**src/design/awbg_pkg.sv**
```systemverilog
// Shared types and constants for the white-balance gain calculator.
// No dependencies; imported by awbg_div2, awb_otp_gain_calculator and tb_top.
`timescale 1ns / 1ps

package awbg_pkg;

    localparam int ID_W    = 8;
    localparam int RATIO_W = 10;
    localparam int SCALE_W = 11;    // scaled ratio reaches 1533
    localparam int TYP_W   = 9;
    localparam int GREEN_W = 15;    // green gain from the first divide
    localparam int GAIN_W  = 23;
    localparam int DIV_STEPS = GAIN_W;

    localparam logic [GAIN_W-1:0]  UNITY_GAIN = 23'h000400;
    localparam logic [ID_W-1:0]    ID_ALT_A = 8'h02;
    localparam logic [ID_W-1:0]    ID_ALT_B = 8'h06;
    localparam logic [ID_W-1:0]    ID_ALT_C = 8'h31;
    localparam logic [TYP_W-1:0]   RG_TYP_ALT = 9'h055;
    localparam logic [TYP_W-1:0]   BG_TYP_ALT = 9'h053;
    localparam logic [TYP_W-1:0]   RG_TYP_STD = 9'h102;
    localparam logic [TYP_W-1:0]   BG_TYP_STD = 9'h116;
    localparam logic [RATIO_W:0]   LIGHT_BIAS = 11'd512;

    // Side data that travels with an item through both divide pipelines.
    typedef struct packed {
        logic               zero;
        logic [SCALE_W-1:0] rg;
        logic [SCALE_W-1:0] bg;
        logic [TYP_W-1:0]   rg_typ;
        logic [TYP_W-1:0]   bg_typ;
        logic               r_unity;
        logic               b_unity;
    } awbg_tag_t;

endpackage

```
**src/design/awbg_div2.sv**
```systemverilog
// Two-lane pipelined restoring divider, one quotient bit per stage.
// Depends on awbg_pkg; used twice by awb_otp_gain_calculator.
`timescale 1ns / 1ps

module awbg_div2 (
    input  logic                       clk,
    input  logic                       rst_n,
    input  logic                       in_valid,
    input  awbg_pkg::awbg_tag_t        in_tag,
    input  logic [awbg_pkg::GAIN_W-1:0]  num_a,
    input  logic [awbg_pkg::SCALE_W-1:0] den_a,
    input  logic [awbg_pkg::GAIN_W-1:0]  num_b,
    input  logic [awbg_pkg::SCALE_W-1:0] den_b,
    output logic                       out_valid,
    output awbg_pkg::awbg_tag_t        out_tag,
    output logic [awbg_pkg::GAIN_W-1:0]  quo_a,
    output logic [awbg_pkg::GAIN_W-1:0]  quo_b
);
    import awbg_pkg::*;

    typedef struct packed {
        logic [SCALE_W-1:0] rem;
        logic [GAIN_W-1:0]  num;   // dividend bits shift out, quotient bits shift in
        logic [SCALE_W-1:0] den;
    } lane_t;

    logic      valid_reg [0:DIV_STEPS];
    awbg_tag_t tag_reg   [0:DIV_STEPS];
    lane_t     a_reg     [0:DIV_STEPS];
    lane_t     b_reg     [0:DIV_STEPS];

    function automatic lane_t div_step(input lane_t x);
        logic [SCALE_W:0] t;
        lane_t            y;
        t = {x.rem, x.num[GAIN_W-1]};
        y.den = x.den;
        if (t >= {1'b0, x.den})
        begin
            t = t - {1'b0, x.den};
            y.num = {x.num[GAIN_W-2:0], 1'b1};
        end
        else
        begin
            y.num = {x.num[GAIN_W-2:0], 1'b0};
        end
        y.rem = t[SCALE_W-1:0];
        return y;
    endfunction

    always_comb
    begin
        valid_reg[0] = in_valid;
        tag_reg[0]   = in_tag;
        a_reg[0]     = '{rem: '0, num: num_a, den: den_a};
        b_reg[0]     = '{rem: '0, num: num_b, den: den_b};
    end

    for (genvar i = 0; i < DIV_STEPS; i++)
    begin : g_step
        always_ff @(posedge clk or negedge rst_n)
        begin
            if (!rst_n)
            begin
                valid_reg[i+1] <= 1'b0;
            end
            else
            begin
                valid_reg[i+1] <= valid_reg[i];
            end
        end

        always_ff @(posedge clk)
        begin
            tag_reg[i+1] <= tag_reg[i];
            a_reg[i+1]   <= div_step(a_reg[i]);
            b_reg[i+1]   <= div_step(b_reg[i]);
        end
    end

    assign out_valid = valid_reg[DIV_STEPS];
    assign out_tag   = tag_reg[DIV_STEPS];
    assign quo_a     = a_reg[DIV_STEPS].num;
    assign quo_b     = b_reg[DIV_STEPS].num;

endmodule

```
**config.mk**
```make
export PLATFORM = sky130hd
export DESIGN_NAME = awbg_div2
export DESIGN_NICKNAME = d
export VERILOG_FILES = /design/src/design/awbg_pkg.sv /design/src/design/awbg_div2.sv
export SDC_FILE = /design/constraint.sdc
export NUM_CORES = 2
export LEC_CHECK = 0
export ABC_AREA = 1
export BUFFER_PORTS_ARGS = -buffer_cell sky130_fd_sc_hd__buf_2
export CAP_MARGIN = 20
export CORE_UTILIZATION = 36
export DETAILED_ROUTE_END_ITERATION = 10
export HOLD_SLACK_MARGIN = 0.02
export PLACE_DENSITY_LB_ADDON = 0.25
export SYNTH_ARGS = -nofsm -noshare
export SYNTH_HDL_FRONTEND = slang
export SYNTH_SLANG_ARGS = --single-unit
```
**constraint.sdc**
```tcl
create_clock -name clk -period 4.8 [get_ports clk]
set_input_delay 0 -clock clk [delete_from_list [all_inputs] [get_ports clk]]
set_output_delay 0 -clock clk [all_outputs]
set_load 0.02 [all_outputs]
```
## After elaboration in Yosys (flattened, before gate mapping)

Index checks and enable logic that the tools add are counted.

| storage, ports and cells | value |
|---|---|
| output and inout bits | 90 |
| register bits after elaboration | 3,038 |
| bits of input ports | 114 |
| logic and storage cells | 500 |

| cells by class | value |
|---|---|
| add/subtract/negate cells | 44 |
| order comparisons | 46 |
| muxes and demuxes | 90 |

Operator list:

| kind | count |
|---|---|
| $ge 12x11->1 | 44 |
| $mux 11 | 42 |
| $sub 11x11->11 | 42 |
| $mux 1 | 48 |
| $ge 1x11->1 | 2 |
| $sub 1x11->11 | 2 |

## Logic depth before layout (Yosys ltp)

| depth | value |
|---|---|
| word-level depth | 2 |
| mapped depth | 11 |
| gate-level depth less buffers | 11 |

## Least setup slack after synthesis

No wires, ideal clock.

| timing path | value |
|---|---|
| kind | reg2reg |
| from | reg b_reg[978] in the netlist's numbering |
| to | reg b_reg[937] in the netlist's numbering |
| cell stages (with the launch flop) | 11 |
| buffers on the path | 1 |
| arrival time | 1.626 ns |
| required time | 4.684 ns |
| period minus slack after synthesis | 1.743 ns |
| library setup time | 0.116 ns |
| path slack | 3.057 ns |
| cells stage by stage | dfxtp_1 inv_1 ha_1 fa_1 inv_1 nand3_1 nand3_1 nand2_2 nand4_4 buf_8 o21ai_1 |

| on the way | value |
|---|---|
| cells in the longest elaborated chain, start to end | 2 |
| elaborated cells on any way between the ends | 3 |
| those cells by class | 1 x add/sub; 1 x order compare; 1 x mux |

Ends and longest elaborated chain:

| item | RTL line | source |
|---|---|---|
| start: declaration | awbg_div2.sv:30 | `lane_t b_reg [0:DIV_STEPS];` |
| start signal: indexed assignment | awbg_div2.sv:76 | `b_reg[i+1] <= div_step(b_reg[i]);` |
| $sub 11x11->11 or $ge 12x11->1 (tied branches) | awbg_div2.sv:39, awbg_div2.sv:37 |  |
| $mux 11 * | awbg_div2.sv:37 | `if (t >= {1'b0, x.den})` |

Every way passes the cells marked *; elsewhere a longest branch is shown, timed or not.
A chain may end at the register's enable or synchronous reset.

## Final worst setup path

| timing path | value |
|---|---|
| from | reg a_reg[720] in the netlist's numbering |
| to | reg a_reg[709] in the netlist's numbering |

| on the way | value |
|---|---|
| cells in the longest elaborated chain, start to end | 2 |
| elaborated cells on any way between the ends | 3 |
| those cells by class | 1 x add/sub; 1 x order compare; 1 x mux |

Ends and longest elaborated chain:

| item | RTL line | source |
|---|---|---|
| start: declaration | awbg_div2.sv:29 | `lane_t a_reg [0:DIV_STEPS];` |
| start signal: indexed assignment | awbg_div2.sv:75 | `a_reg[i+1] <= div_step(a_reg[i]);` |
| $sub 11x11->11 or $ge 12x11->1 (tied branches) | awbg_div2.sv:39, awbg_div2.sv:37 |  |
| $mux 11 * | awbg_div2.sv:37 |  |

Marked as above.

==> metrics.txt <==
setup TNS=0 ns; commonest non-fill, non-tap cells in the layout=dfxtp_1, nand2_1, inv_1; core region area=0.2772 mm2; CTS Root Cell=clkbuf_16; crit path kind=reg2reg; Yosys reg bits=3038; Final Hold Viols=0; Worst slew margin=32.43%; RSZ-0062 raised after global routing=false; Final Util=42.67%; Area growth syn-to-layout=17.60%; FFs w/ async S/R, synth=0.7571%; initial DRC count=2602; Yosys cell types=40; synth top area cells=dfxtp_1, nand2_1, ha_1; Leakage=56.64 nW; Synth Warn #=0; port buffer count=203; Post-Synthesis Cells=10220; largest net degree at the start of global routing=24; reg2reg setup slack=2.51 ns; Routed WL per cell=12.67 um; CTS Buf Count=318; DP Wirelength=138100 um; crit end category=flip-flop; vias in the first global route=63580; CTS tree=built; Final GP Congestion=0.8511; Reg clk slew, reported paths=0.06 ns; Max Root-Sink Buffers=4; share of cells above drive strength 1=12.89%; # DRC=0; die area=0.2815 mm2; VDD IR max=301.2 uV; Routed WL=187100 um; Hold Path Depth=5; Yosys top cell area share=60.01%; FF-to-FF path depth=8; fin crit period=2.286 ns; final setup fails=0; initial antenna violation count=4; Clock Latency Late Sink=0.89 ns; first-pass GRT wire length=310700 um; part of the Yosys area used for sequential elements=60.58%; crit path DAT=3.02 ns; worst hold path type=in2reg; commonest non-fill, non-tap cell in the layout=dfxtp_1; Vias=63450; Initial Util=36.28%; Worst EP required=5.53 ns; # rows=193; clock sinks=3038; Avg Cell Area, Syn=9.845 um2; I/O pin count=204; DRT antenna net count=0; Syn Nets=10860; PD cells=642.5 mW/mm2; # Max-Cap Violations=0; Post-synth EDFFs=0; Slew Limit Fails=0; Die Y=530.6 um; Slew @ Worst Pin=1.012 ns; part of the cycle the worst path needs=47.62%; Nets=11440; status=complete, no violations; Startpoint Class=flip-flop; skew final=0.04821 ns; Post-Syn Area=0.1006 mm2; GRT Total Usage=13.26%; leading area contributor after synthesis=dfxtp_1; Finished Cell Area=0.1183 mm2; Post-synth top flop=dfxtp_1; total grt overflow=0; placed cell areas=0.1048 mm2; Die W=530.6 um; Worst Path Max Fanout=17; Pre-antenna DRT Iters=6; FMAX=437.5 MHz; vias per cell=4.297; H-tree depth=5
## worst max-delay path, stage by stage (launching register included)
cell,delay (ns)
dfxtp_1,0.43
ha_1,0.23
fa_1,0.22
inv_1,0.12
nand3_1,0.10
nand3_2,0.15
nand2_2,0.22
nand4_4,0.29
o21ai_0,0.39
## power by group
group | total [mW] | internal, mW | switching [mW]
Combinational | 19.6 | 7.21 | 12.4
Sequential | 31.0 | 29.2 | 1.75
Clock | 25.4 | 15.3 | 10.1
Total | 76.0 | 51.7 | 24.3
## layout make-up
| class | count | area (um2) |
|---|---|---|
| fillers | 26680 | 158900 |
| flip-flops and latches | 3038 | 60930 |
| multi-input cells | 5409 | 32220 |
| clock buffers | 424 | 9011 |
| inverters | 1595 | 5987 |
| well taps | 3705 | 4636 |
| repair buffers | 433 | 3318 |
| clock inverters | 155 | 2167 |
| diodes | 5 | 12.51 |
## kinds of logic after synthesis
| family | count (synthesis) | synth area share (%) |
|---|---|---|
| AND/OR/NAND/NOR | 4359 | 21.90 |
| adder cells (fa/ha/maj) | 530 | 6.906 |
| XOR/XNOR | 126 | 1.097 |
| flip-flops | 3038 | 60.58 |
| buffers and inverters | 1770 | 7.389 |
| AO/OA/AOI/OAI | 394 | 2.131 |
## final timing paths
kind / end / start
setup / recovery: a_reg[709]$_DFF_P_ / a_reg[720]$_DFF_P_
hold / removal: b_reg[1024]$_DFF_P_ / num_b[22]
setup reg to reg: a_reg[709]$_DFF_P_ / a_reg[720]$_DFF_P_
hold reg to reg: tag_reg[606]$_DFF_P_ / tag_reg[649]$_DFF_P_
max in group asynchronous: valid_reg[20]$_DFF_PN0_ / rst_n
min in group asynchronous: valid_reg[7]$_DFF_PN0_ / rst_n
## synthesized netlist by cell type (42+ instances only)
master and count:
buf_4 89, dfxtp_1 3015, nand2_1 2430, inv_1 1525, xnor2_1 42, xor2_1 84
nand2_2 110, nand3_1 325, nand4_1 380, nand4_4 42, a21oi_2 42, a21oi_1 134
fa_1 42, nor2_1 385, o21ai_1 124, inv_2 70, or2_1 44, ha_1 488
nor2_2 97, o21ai_0 90, nand3_2 293, nand3b_1 170
## repair_timing
action,CTS,global route
hold buffers,230,0
resized for setup,0,0
setup buffers,0,0
endpoints found under the hold margin,157,0
## metal layers
metal	track usage (%)	routed length, um	up-vias
li1	-	-	33160
met1	16.59	85880	28890
met2	22.48	86890	968
met3	2.071	7136	433
met4	5.864	7192	0
met5	0	0	-
## metrics by stage
| stage | hold WS, ns | std cells | worst slack (ns) | total power [mW] |
|---|---|---|---|---|
| after floorplan | -0.2956 | 10220 | 3.057 | 46.98 |
| after global placement | -0.03088 | 13950 | 2.533 | 50.80 |
| after detailed placement | -0.01549 | 13950 | 2.488 | 51.08 |
| after CTS | 0.03335 | 14760 | 2.468 | 77.23 |
| after global routing | 0.1224 | 14760 | 2.370 | 81.38 |
| final | 0.1444 | 14760 | 2.514 | 76.00 |
(Power assumes the default switching activity.)
